[config.mk]
export PLATFORM = sky130hd
export DESIGN_NAME = scaled_font_glyph_pixel_generator_unit
export DESIGN_NICKNAME = d
export VERILOG_FILES = /design/src/rtl/sfg_pkg.sv /design/src/rtl/scaled_font_glyph_pixel_generator_unit.sv /design/src/rtl/sfg_prep.sv /design/src/rtl/sfg_divide.sv /design/src/rtl/sfg_glyph.sv
export SDC_FILE = /design/constraint.sdc
export NUM_CORES = 1
export LEC_CHECK = 0
export ABC_AREA = 1
export BUFFER_PORTS_ARGS = -buffer_cell sky130_fd_sc_hd__buf_4
export CORE_AREA = 2 2 189 191
export CTS_BUF_LIST = sky130_fd_sc_hd__clkbuf_8
export DETAILED_ROUTE_END_ITERATION = 16
export DIE_AREA = 0 0 191 193
export PLACE_DENSITY_LB_ADDON = 0.1
export REMOVE_ABC_BUFFERS = 1
export SYNTH_ARGS = -nofsm -noshare
export SYNTH_HDL_FRONTEND = slang
export SYNTH_SLANG_ARGS = --single-unit
[constraint.sdc]
create_clock -name clk_i -period 4.15 [get_ports clk_i]
set_input_delay 0.83 -clock clk_i [delete_from_list [all_inputs] [get_ports clk_i]]
set_output_delay 0.83 -clock clk_i [all_outputs]
set_load 0.005 [all_outputs]
[src/rtl/sfg_pkg.sv]
package sfg_pkg;

  // Field widths.
  localparam int unsigned CodeW    = 8;
  localparam int unsigned CoordW   = 10;
  localparam int unsigned PixW     = 11;
  localparam int unsigned OffW     = 6;
  localparam int unsigned ScaleW   = 4;
  localparam int unsigned ColorW   = 16;
  localparam int unsigned GlyphIdxW = 6;
  localparam int unsigned UnitW    = 3;
  localparam int unsigned CfgIdxW  = 2;

  // Default for the top-level scale limit.
  localparam int unsigned MaxScaleDef = 8;

  // Character set and cell geometry.
  localparam logic [CodeW-1:0] GlyphFirst  = 8'h20;
  localparam logic [CodeW-1:0] GlyphLast   = 8'h5F;
  localparam logic [CodeW-1:0] LowerFirst  = 8'h61;
  localparam logic [CodeW-1:0] LowerLast   = 8'h7A;
  localparam logic [CodeW-1:0] CaseOffset  = 8'h20;
  localparam logic [CodeW-1:0] SubstCode   = 8'h3F;
  localparam int unsigned      GlyphCols   = 5;
  localparam int unsigned      CellCols    = 6;
  localparam int unsigned      CellRows    = 8;

  // Configuration register indexes.
  localparam logic [CfgIdxW-1:0] CfgScreenWidth  = 2'd0;
  localparam logic [CfgIdxW-1:0] CfgScreenHeight = 2'd1;

  // Register reset values.
  localparam logic [CoordW-1:0] ScreenWidthRst  = 10'd390;
  localparam logic [CoordW-1:0] ScreenHeightRst = 10'd450;

  // Word after the first stage: folded code, raw offsets and the cell/screen test.
  typedef struct packed {
    logic [GlyphIdxW-1:0] glyph_idx;
    logic [PixW-1:0]      px;
    logic [PixW-1:0]      py;
    logic [ScaleW-1:0]    scale;
    logic [OffW-1:0]      dx;
    logic [OffW-1:0]      dy;
    logic [ColorW-1:0]    fg;
    logic [ColorW-1:0]    bg;
    logic                 in_cell;
  } prep_t;

  // Word after the second stage: glyph unit coordinates.
  typedef struct packed {
    logic [GlyphIdxW-1:0] glyph_idx;
    logic [PixW-1:0]      px;
    logic [PixW-1:0]      py;
    logic [UnitW-1:0]     ux;
    logic [UnitW-1:0]     uy;
    logic [ColorW-1:0]    fg;
    logic [ColorW-1:0]    bg;
    logic                 in_cell;
  } unit_t;

  // Font: five column bytes per glyph, leftmost column in the top byte, bit 0 the top row.
  localparam logic [39:0] GlyphRom [64] = '{
    40'h00_00_00_00_00, 40'h00_00_5f_00_00, 40'h00_07_00_07_00, 40'h14_7f_14_7f_14,
    40'h24_2a_7f_2a_12, 40'h23_13_08_64_62, 40'h36_49_55_22_50, 40'h00_05_03_00_00,
    40'h00_1c_22_41_00, 40'h00_41_22_1c_00, 40'h14_08_3e_08_14, 40'h08_08_3e_08_08,
    40'h00_50_30_00_00, 40'h08_08_08_08_08, 40'h00_60_60_00_00, 40'h20_10_08_04_02,
    40'h3e_51_49_45_3e, 40'h00_42_7f_40_00, 40'h42_61_51_49_46, 40'h21_41_45_4b_31,
    40'h18_14_12_7f_10, 40'h27_45_45_45_39, 40'h3c_4a_49_49_30, 40'h01_71_09_05_03,
    40'h36_49_49_49_36, 40'h06_49_49_29_1e, 40'h00_36_36_00_00, 40'h00_56_36_00_00,
    40'h08_14_22_41_00, 40'h14_14_14_14_14, 40'h00_41_22_14_08, 40'h02_01_51_09_06,
    40'h32_49_79_41_3e, 40'h7e_11_11_11_7e, 40'h7f_49_49_49_36, 40'h3e_41_41_41_22,
    40'h7f_41_41_22_1c, 40'h7f_49_49_49_41, 40'h7f_09_09_09_01, 40'h3e_41_49_49_7a,
    40'h7f_08_08_08_7f, 40'h00_41_7f_41_00, 40'h20_40_41_3f_01, 40'h7f_08_14_22_41,
    40'h7f_40_40_40_40, 40'h7f_02_0c_02_7f, 40'h7f_04_08_10_7f, 40'h3e_41_41_41_3e,
    40'h7f_09_09_09_06, 40'h3e_41_51_21_5e, 40'h7f_09_19_29_46, 40'h46_49_49_49_31,
    40'h01_01_7f_01_01, 40'h3f_40_40_40_3f, 40'h1f_20_40_20_1f, 40'h3f_40_38_40_3f,
    40'h63_14_08_14_63, 40'h07_08_70_08_07, 40'h61_51_49_45_43, 40'h00_7f_41_41_00,
    40'h02_04_08_10_20, 40'h00_41_41_7f_00, 40'h04_02_01_02_04, 40'h40_40_40_40_40
  };

  // One font bit. The spacing column reads as zero; every column byte has its top bit clear,
  // so the spacing row reads as zero too.
  function automatic logic glyph_bit(input logic [GlyphIdxW-1:0] idx,
                                     input logic [UnitW-1:0] ux,
                                     input logic [UnitW-1:0] uy);
    logic [39:0] row;
    logic [7:0]  col;
    row = GlyphRom[idx];
    case (ux)
      3'd0: col = row[39:32];
      3'd1: col = row[31:24];
      3'd2: col = row[23:16];
      3'd3: col = row[15:8];
      3'd4: col = row[7:0];
      default: col = '0;
    endcase
    return col[uy];
  endfunction

endpackage

[src/rtl/scaled_font_glyph_pixel_generator_unit.sv]
// Scaled 5x7 font pixel unit.
// Input: one word per cycle on start with the pixel fields (character code, cell
// origin, offset inside the cell, scale, foreground and background colors). busy
// is always low, so every cycle with start high takes a word.
// Output: each word gives exactly one result, marked by a one-cycle valid_o
// strobe: screen coordinate, RGB565 color and the visible flag.
// The receiver cannot stall; results leave in order at the rate they came in.
// Throughput is one word per clock. Each word passes the register stages in order:
// code folding with cell and screen tests, the scale divider (three restoring
// steps), then the font lookup and color select.
// Configuration: cfg_valid_i/cfg_ready_o with cfg_index_i and cfg_data_i write the
// screen width (index 0) and height (index 1); cfg_ready_o is always high and
// writes to other indexes are ignored. Write only while no word is in flight.
// Reset clears the pipeline valid bits and restores the screen size to 390 by 450.
module scaled_font_glyph_pixel_generator_unit #(
  parameter int unsigned MAX_SCALE = sfg_pkg::MaxScaleDef
) (
  input  logic                         clk_i,
  input  logic                         rst_ni,
  input  logic                         start,
  output logic                         busy,
  input  logic [sfg_pkg::CodeW-1:0]    char_code_i,
  input  logic [sfg_pkg::CoordW-1:0]   origin_x_i,
  input  logic [sfg_pkg::CoordW-1:0]   origin_y_i,
  input  logic [sfg_pkg::OffW-1:0]     offset_x_i,
  input  logic [sfg_pkg::OffW-1:0]     offset_y_i,
  input  logic [sfg_pkg::ScaleW-1:0]   scale_i,
  input  logic [sfg_pkg::ColorW-1:0]   fg_color_i,
  input  logic [sfg_pkg::ColorW-1:0]   bg_color_i,
  output logic                         valid_o,
  output logic [sfg_pkg::PixW-1:0]     pixel_x_o,
  output logic [sfg_pkg::PixW-1:0]     pixel_y_o,
  output logic [sfg_pkg::ColorW-1:0]   pixel_color_o,
  output logic                         visible_o,
  input  logic                         cfg_valid_i,
  output logic                         cfg_ready_o,
  input  logic [sfg_pkg::CfgIdxW-1:0]  cfg_index_i,
  input  logic [sfg_pkg::CoordW-1:0]   cfg_data_i
);
  import sfg_pkg::*;

  logic [CoordW-1:0] screen_width_q;
  logic [CoordW-1:0] screen_width_d;
  logic [CoordW-1:0] screen_height_q;
  logic [CoordW-1:0] screen_height_d;
  logic              in_take;
  logic              prep_valid;
  prep_t             prep_word;
  logic              unit_valid;
  unit_t             unit_word;

  // The pipeline never stalls.
  assign busy        = 1'b0;
  assign cfg_ready_o = 1'b1;
  assign in_take     = start && !busy;

  // Configuration register writes.
  always_comb begin
    screen_width_d  = screen_width_q;
    screen_height_d = screen_height_q;
    if (cfg_valid_i && cfg_ready_o) begin
      case (cfg_index_i)
        CfgScreenWidth:  screen_width_d  = cfg_data_i;
        CfgScreenHeight: screen_height_d = cfg_data_i;
        default: ;
      endcase
    end
  end

  always_ff @(posedge clk_i or negedge rst_ni) begin
    if (!rst_ni) begin
      screen_width_q  <= ScreenWidthRst;
      screen_height_q <= ScreenHeightRst;
    end else begin
      screen_width_q  <= screen_width_d;
      screen_height_q <= screen_height_d;
    end
  end

  sfg_prep #(
    .MAX_SCALE(MAX_SCALE)
  ) u_prep (
    .clk_i          (clk_i),
    .rst_ni         (rst_ni),
    .valid_i        (in_take),
    .char_code_i    (char_code_i),
    .origin_x_i     (origin_x_i),
    .origin_y_i     (origin_y_i),
    .offset_x_i     (offset_x_i),
    .offset_y_i     (offset_y_i),
    .scale_i        (scale_i),
    .fg_color_i     (fg_color_i),
    .bg_color_i     (bg_color_i),
    .screen_width_i (screen_width_q),
    .screen_height_i(screen_height_q),
    .valid_o        (prep_valid),
    .word_o         (prep_word)
  );

  sfg_divide u_divide (
    .clk_i  (clk_i),
    .rst_ni (rst_ni),
    .valid_i(prep_valid),
    .word_i (prep_word),
    .valid_o(unit_valid),
    .word_o (unit_word)
  );

  sfg_glyph u_glyph (
    .clk_i        (clk_i),
    .rst_ni       (rst_ni),
    .valid_i      (unit_valid),
    .word_i       (unit_word),
    .valid_o      (valid_o),
    .pixel_x_o    (pixel_x_o),
    .pixel_y_o    (pixel_y_o),
    .pixel_color_o(pixel_color_o),
    .visible_o    (visible_o)
  );

endmodule

[src/rtl/sfg_prep.sv]
module sfg_prep #(
  parameter int unsigned MAX_SCALE = sfg_pkg::MaxScaleDef
) (
  input  logic                         clk_i,
  input  logic                         rst_ni,
  input  logic                         valid_i,
  input  logic [sfg_pkg::CodeW-1:0]    char_code_i,
  input  logic [sfg_pkg::CoordW-1:0]   origin_x_i,
  input  logic [sfg_pkg::CoordW-1:0]   origin_y_i,
  input  logic [sfg_pkg::OffW-1:0]     offset_x_i,
  input  logic [sfg_pkg::OffW-1:0]     offset_y_i,
  input  logic [sfg_pkg::ScaleW-1:0]   scale_i,
  input  logic [sfg_pkg::ColorW-1:0]   fg_color_i,
  input  logic [sfg_pkg::ColorW-1:0]   bg_color_i,
  input  logic [sfg_pkg::CoordW-1:0]   screen_width_i,
  input  logic [sfg_pkg::CoordW-1:0]   screen_height_i,
  output logic                         valid_o,
  output sfg_pkg::prep_t               word_o
);
  import sfg_pkg::*;

  localparam logic [ScaleW-1:0] MaxScaleL = ScaleW'(MAX_SCALE);
  localparam int unsigned       CellW     = OffW + 1;

  logic [CodeW-1:0]  code_fold;
  logic [CodeW-1:0]  code_sel;
  logic [ScaleW-1:0] scale_sat;
  logic [CellW-1:0]  cell_w;
  logic [CellW-1:0]  cell_h;
  logic [PixW-1:0]   px;
  logic [PixW-1:0]   py;
  logic              valid_q;
  prep_t             word_d;
  prep_t             word_q;

  // Fold lower case to upper case and replace codes without a glyph.
  always_comb begin
    code_fold = char_code_i;
    if (char_code_i >= LowerFirst && char_code_i <= LowerLast) begin
      code_fold = char_code_i - CaseOffset;
    end
    code_sel = code_fold;
    if (code_fold < GlyphFirst || code_fold > GlyphLast) begin
      code_sel = SubstCode;
    end
  end

  // Clamp the scale and find the cell size in pixels.
  always_comb begin
    scale_sat = (scale_i > MaxScaleL) ? MaxScaleL : scale_i;
    cell_w    = CellW'(scale_sat) * CellW'(CellCols);
    cell_h    = CellW'(scale_sat) * CellW'(CellRows);
    px        = PixW'(origin_x_i) + PixW'(offset_x_i);
    py        = PixW'(origin_y_i) + PixW'(offset_y_i);
  end

  // Build the word for the divider stage.
  always_comb begin
    word_d.glyph_idx = GlyphIdxW'(code_sel - GlyphFirst);
    word_d.px        = px;
    word_d.py        = py;
    word_d.scale     = scale_sat;
    word_d.dx        = offset_x_i;
    word_d.dy        = offset_y_i;
    word_d.fg        = fg_color_i;
    word_d.bg        = bg_color_i;
    word_d.in_cell   = (scale_sat != '0) &&
                       (CellW'(offset_x_i) < cell_w) && (CellW'(offset_y_i) < cell_h) &&
                       (px < PixW'(screen_width_i)) && (py < PixW'(screen_height_i));
  end

  always_ff @(posedge clk_i or negedge rst_ni) begin
    if (!rst_ni) begin
      valid_q <= 1'b0;
    end else begin
      valid_q <= valid_i;
    end
  end

  always_ff @(posedge clk_i) begin
    if (valid_i) begin
      word_q <= word_d;
    end
  end

  assign valid_o = valid_q;
  assign word_o  = word_q;

endmodule

[src/rtl/sfg_divide.sv]
module sfg_divide (
  input  logic           clk_i,
  input  logic           rst_ni,
  input  logic           valid_i,
  input  sfg_pkg::prep_t word_i,
  output logic           valid_o,
  output sfg_pkg::unit_t word_o
);
  import sfg_pkg::*;

  localparam int unsigned RemW = OffW + 1;

  logic  valid_q;
  unit_t word_d;
  unit_t word_q;

  // Restoring division of a cell offset by the scale. Inside the cell the
  // quotient is below eight, so three steps are enough; outside it is unused.
  function automatic logic [UnitW-1:0] unit_div(input logic [OffW-1:0] off,
                                                input logic [ScaleW-1:0] scl);
    logic [RemW-1:0]  rem;
    logic [RemW-1:0]  dvs;
    logic [UnitW-1:0] q;
    rem = RemW'(off);
    q   = '0;
    for (int k = UnitW - 1; k >= 0; k--) begin
      dvs = RemW'(scl) << k;
      if (rem >= dvs) begin
        rem  = rem - dvs;
        q[k] = 1'b1;
      end
    end
    return q;
  endfunction

  always_comb begin
    word_d.glyph_idx = word_i.glyph_idx;
    word_d.px        = word_i.px;
    word_d.py        = word_i.py;
    word_d.ux        = unit_div(word_i.dx, word_i.scale);
    word_d.uy        = unit_div(word_i.dy, word_i.scale);
    word_d.fg        = word_i.fg;
    word_d.bg        = word_i.bg;
    word_d.in_cell   = word_i.in_cell;
  end

  always_ff @(posedge clk_i or negedge rst_ni) begin
    if (!rst_ni) begin
      valid_q <= 1'b0;
    end else begin
      valid_q <= valid_i;
    end
  end

  always_ff @(posedge clk_i) begin
    if (valid_i) begin
      word_q <= word_d;
    end
  end

  assign valid_o = valid_q;
  assign word_o  = word_q;

endmodule

[src/rtl/sfg_glyph.sv]
module sfg_glyph (
  input  logic                        clk_i,
  input  logic                        rst_ni,
  input  logic                        valid_i,
  input  sfg_pkg::unit_t              word_i,
  output logic                        valid_o,
  output logic [sfg_pkg::PixW-1:0]    pixel_x_o,
  output logic [sfg_pkg::PixW-1:0]    pixel_y_o,
  output logic [sfg_pkg::ColorW-1:0]  pixel_color_o,
  output logic                        visible_o
);
  import sfg_pkg::*;

  logic              lit;
  logic [ColorW-1:0] color_d;
  logic              valid_q;
  logic [PixW-1:0]   pixel_x_q;
  logic [PixW-1:0]   pixel_y_q;
  logic [ColorW-1:0] color_q;
  logic              visible_q;

  // Font lookup and color select; a hidden pixel reports color zero.
  always_comb begin
    lit     = glyph_bit(word_i.glyph_idx, word_i.ux, word_i.uy);
    color_d = '0;
    if (word_i.in_cell) begin
      color_d = lit ? word_i.fg : word_i.bg;
    end
  end

  always_ff @(posedge clk_i or negedge rst_ni) begin
    if (!rst_ni) begin
      valid_q <= 1'b0;
    end else begin
      valid_q <= valid_i;
    end
  end

  always_ff @(posedge clk_i) begin
    if (valid_i) begin
      pixel_x_q <= word_i.px;
      pixel_y_q <= word_i.py;
      color_q   <= color_d;
      visible_q <= word_i.in_cell;
    end
  end

  assign valid_o       = valid_q;
  assign pixel_x_o     = pixel_x_q;
  assign pixel_y_o     = pixel_y_q;
  assign pixel_color_o = color_q;
  assign visible_o     = visible_q;

endmodule

# Word level (Yosys, flattened, before mapping)
# Memories as Yosys holds them, arrays and structs flattened.
# Cells that the tools add are included.
# totals
regBits	206
rom_bits	2560
in_bits	92
out_inout_bits	42
wordCells	89
memories	1
# memory_table
name	depth	word_bits	read_ports	rd_clocked_by_memory_dff	wr	line_no	rtl
(no name shown)	64	40	1	0	0	sfg_pkg.sv:88	row = GlyphRom[idx];
# op_classes
addsub	8
multipliers	1
n_lt_le_gt_ge	17
eq_ne	5
muxes	19
bitwise_logic	1
reduce_logical	11
# op_table
operator	n
$mux W40	2
$pmux W8 S5	1
$mux W7	4
$add A10 B6 Y11	2
$lt A11 B10 Y1	2
$mux W16	1
$ge A7 B4 Y1	2
$ge A7 B5 Y1	2
$lt A6 B7 Y1	2
$sub A6 B6 Y7	2
$sub A7 B5 Y7	2
$ge A6 B6 Y1	2
$ge A8 B7 Y1 const B	1
$gt A8 B7 Y1 const B	1
$le A8 B7 Y1 const B	1
$lt A8 B6 Y1 const B	1
$mux W8	1
$sub A8 B6 Y8 const B	1
$ge A7 B7 Y1 const B	1
$mux W1	7
$not A6 Y7	1
$eq A3 B2 Y1 const B	2
$mul A4 B2 Y6 const B	1
$mux W6	1
14 further kinds	19

# Logic depth before layout (Yosys ltp)
# logic_depth
ltp_word	8
mapped_depth	23
depth_no_buf	23

# By module
# Synthesis repeated with hierarchy kept, for this count alone.
# hier_totals
hier_cells	1442
hier_area_um2	12498.2
# modules_own_cells
mod	instances	cells_each	area_per_inst_um2	seq_area_each_um2
sfg_glyph	1	720	4302.9	1196.1
sfg_prep	1	355	4010.1	2337.2
sfg_divide	1	274	3330.7	2037.0
scaled_font_glyph_pixel_generator_unit	1	93	854.6	510.5

# Least setup slack after synthesis
# Ideal clock, no wire load.
# synth_timing
kind	reg2reg
from	register u_prep.word_q, in the netlist u_prep.word_o[46]
to	register u_divide.word_q, in the netlist u_divide.word_o[33], data pin
setup_time_ns	0.258
arrival_time_ns	3.490
t_required_ns	3.892
slack_ns	0.402
path_stages_with_launch	21
n_path_buf	0
synth_period_minus_slack_ns	3.748
path_cell_list	edfxtp_1 > inv_1 > ha_1 > nand3_1 > nand2_1 > nand2_1 > nand3b_1 > mux2_2 > ha_1 > nand2_1 > nor2_1 > a211oi_1 > nand2_1 > nor2_1 > o21ai_0 > ha_1 > a21boi_0 > o21ai_0 > nand2_1 > a21oi_1 > nand2_1
# synth_lines
element	line_no	rtl
start: declaration	sfg_prep.sv:34	prep_t word_q;
start signal: assignment	sfg_prep.sv:82	word_q <= word_d;
end signal: assignment	sfg_divide.sv:57	word_q <= word_d;
end: declaration	sfg_divide.sv:15	unit_t word_q;

==> flow_summary_export.csv <==
group,metric,value,unit
sta,worst_slack,0.373,ns
synthesis,syn_avg_cell_area,9.04,um2
floorplan,die-area,0.0369,mm2
route,drt-vias-per-instance,4.95,
worst_setup_path,timing.rr.start,"u_prep.word_o[46]",
synthesis,ys_types,44,
synthesis,yosysTopAreaCell,"edfxtp_1",
sta,finClkSkew,0.0189,ns
sta,finalCriticalPeriod,3.78,ns
sta,max_slew_margin,0.296,
synthesis,yosys_warnings,0,
cts,insertion_delay,0.54,ns
route,drc,0,
sta,hold_viol_final,0,
final_layout,finalNetCount,1672,
worst_setup_path,worstSetupPathType,"flop to flop",
cts,cts_tree,"done",
global_routing,grt_pass1_vias,9630,
cts,clock-sinks,206,
global_routing,grtUsageTotal,0.197,
floorplan,die_w,191,um
synthesis,synth_ff_type,"edfxtp_1",
route,final_antenna_net_count,0,
cts,root_buffer,"clkbuf_8",
sta,slew_viol_final,0,
final_layout,syn_to_final_growth,18.7,%
final_layout,n_fill_cell,3523,
worst_setup_path,required,4.43,ns
cts,path_clk_slew,0.06,ns
route,totalWireLength,36.0,mm
route,drt_iter0_drc,709,
cts,htreeDepth,2,
route,avgRoutedWirePerCell,18.1,um
cts,cts.path.max_buffers,3,
final_layout,multiInputGateArea,0.00504,mm2
synthesis,seq_area_frac_synth,0.505,
worst_setup_path,endpoint_kind,"flop",
placement,dp_hpwl,26.2,mm
worst_setup_path,reg2regPathDepth,23,
floorplan,die_h,193,um
sta,fmax,0.265,GHz
cts,numCtsBuffers,38,
floorplan,io_pins,134,
final_layout,drive_gt1_frac,0.170,
floorplan,row_count,69,
final_layout,fin_area,0.0143,mm2
cts,cts_hold_buf,0,
global_routing,grt_max_degree,53,
synthesis,syn_area,0.0120,mm2
power_and_ir_drop,total_power,6.24,mW
worst_setup_path,r2r_slack,0.37,ns
placement,post-place-ws,0.231,ns
hold_path,hp-class,"input pin to async pin",
worst_setup_path,worstReg2RegEnd,"u_divide.word_o[36]",
synthesis,synth-edff-count,183,
worst_setup_path,arrival,4.05,ns
sta,worst_pin_slew,1.06,ns
worst_setup_path,worstPathMaxFanout,6,
power_and_ir_drop,peakVddDrop,0.219,mV
placement,dpl_cell_area,0.0135,mm2
synthesis,netlist.area_leader.share,0.456,
global_routing,grt_overflow,0,
synthesis,yosys-top-cells-area,"edfxtp_1 (46%), nand2_1 (11%), ha_1 (8.4%)",
sta,setup_viol,0,
route,vias,9817,
synthesis,syn_inst,1332,
placement,place.gp.congestion,0.963,
synthesis,synth-seq-cells,206,
power_and_ir_drop,p_leak,6.59,nW
sta,finalCritPeriodShare,0.910,
worst_setup_path,critPathLaunchType,"flop",
final_layout,final_core_util,0.409,
final_layout,antenna_cells,0,
floorplan,start_util,0.345,
job,maxCapViolCount,0,
outcome,status,"completed",
power_and_ir_drop,p_per_area,436,mW/mm2
floorplan,core,0.0350,mm2
synthesis,ys_async_sr_fraction,0.112,
final_layout,seq_area,0.00608,mm2
route,dr.pass1.iters,6,
global_routing,antenna_found_initial,0,
placement,port-buffer-count,131,
global_routing,grt_first_pass_wirelength,55.3,mm
placed cells by master (no fill, tap or decap), drive strengths merged, types with 17 or more instances in the layout:
cell type / count
a21oi: 84
buf: 167
clkbuf: 40
clkinv: 17
edfxtp: 183
ha: 81
inv: 176
nand2: 358
nand3: 128
nor2: 89
o21ai: 78
xor2: 17
routing by layer:
layer  track usage  vias up  part of all wire
met3        0.0414       92             0.070
met1         0.250     4538              0.41
met5             0        -                 0
met4        0.0996        0             0.046
met2         0.321      396              0.47
li1              -     4791                 -
worst max-delay path by stage:
stage,cells past startpoint,end,slack [ns],start
4_1_cts,21,u_divide.word_o[36],0.22,u_prep.word_o[48]
3_5_place_dp,21,u_divide.word_o[33],0.23,u_prep.word_o[48]
6_report,23,u_divide.word_o[36],0.37,u_prep.word_o[46]
3_3_place_gp,21,u_divide.word_o[33],0.25,u_prep.word_o[48]
2_1_floorplan,20,u_divide.word_o[33],0.40,u_prep.word_o[46]
5_1_grt,24,u_divide.word_o[36],-0.009,u_prep.word_o[46]
area by class of cell:
| cell class | instances | area share |
|---|---|---|
| well taps | 461 | 0.0403 |
| inverters | 166 | 0.0437 |
| clock inverters | 30 | 0.0111 |
| clock buffers | 40 | 0.0385 |
| repair buffers | 167 | 0.0885 |
| flip-flops and latches | 206 | 0.425 |
| multi-input cells | 913 | 0.353 |
stage by stage:
stage | hold WS, ns | std cells | setup TNS [ns]
2_1_floorplan | 0.400 | 1285 | 0
3_3_place_gp | 0.401 | 1909 | 0
3_5_place_dp | 0.405 | 1909 | 0
4_1_cts | 0.161 | 1979 | 0
5_1_grt | 0.187 | 1983 | -0.00943
6_report | 0.200 | 1983 | 0
state kept, by name (all words and copies together), names as in the netlist:
| register | cells |
|---|---|
| u_glyph.pixel_x_o | 11 |
| u_divide.word_o | 67 |
| u_glyph.visible_o | 1 |
| screen_height_q | 10 |
| u_prep.valid_o | 1 |
| u_glyph.pixel_color_o | 16 |
| screen_width_q | 10 |
| u_glyph.valid_o | 1 |
| u_divide.valid_o | 1 |
| u_glyph.pixel_y_o | 11 |
| u_prep.word_o | 77 |
logic make-up (layout without fill, tap and decap cells):
| family | count (synthesis) | in the layout | share of synthesized area |
|---|---|---|---|
| xor+xnor | 26 | 26 | 0.0189 |
| flops | 206 | 206 | 0.505 |
| compound gates | 185 | 185 | 0.0816 |
| other cells | 2 | 2 | 0.000623 |
| fa+ha+maj | 88 | 88 | 0.0958 |
| buf+inv | 213 | 403 | 0.0782 |
| simple gates | 609 | 609 | 0.217 |
| mux | 3 | 3 | 0.00280 |
synthesized netlist by cell type (all sizes together) (5+ instances only):
library cell	n
fa	7
nand3	128
edfxtp	183
buf	36
xnor2	9
xor2	17
clkbuf	11
ha	81
inv	166
nand4	15
nor2	89
nand2	358
nor3	7
dfrtp	15
or2	5
o21ai	78
a21oi	84
dfstp	8
what timing repair did:
item	4_1_cts	5_1_grt
gates resized for setup	0	7
buffers inserted	0	4
setup endpoints to repair	0	2
report_power, final:
| group | leakage [nW] | internal (mW) | total [mW] | switching (mW) |
|---|---|---|---|---|
| clock | 0.392 | 0.962 | 1.81 | 0.846 |
| combinational | 4.13 | 0.666 | 1.77 | 1.11 |
| sequential | 2.07 | 2.54 | 2.66 | 0.114 |
worst max-delay path, stage by stage (launching register included):
cell	delay [ns]
edfxtp_1	0.38
inv_1	0.11
buf_4	0.15
ha_1	0.25
nand3_1	0.09
nand2_1	0.10
a21oi_2	0.19
o31ai_4	0.11
buf_4	0.16
a21oi_1	0.20
ha_1	0.31
a21oi_1	0.14
o21ai_1	0.10
nor2_1	0.10
inv_1	0.09
nor2_4	0.16
nand2_1	0.06
o21ai_0	0.07
ha_1	0.24
a21boi_0	0.12
o21ai_1	0.12
nand2_1	0.06
a21oi_1	0.12
nand2_1	0.06
(Power assumes the default switching activity.)
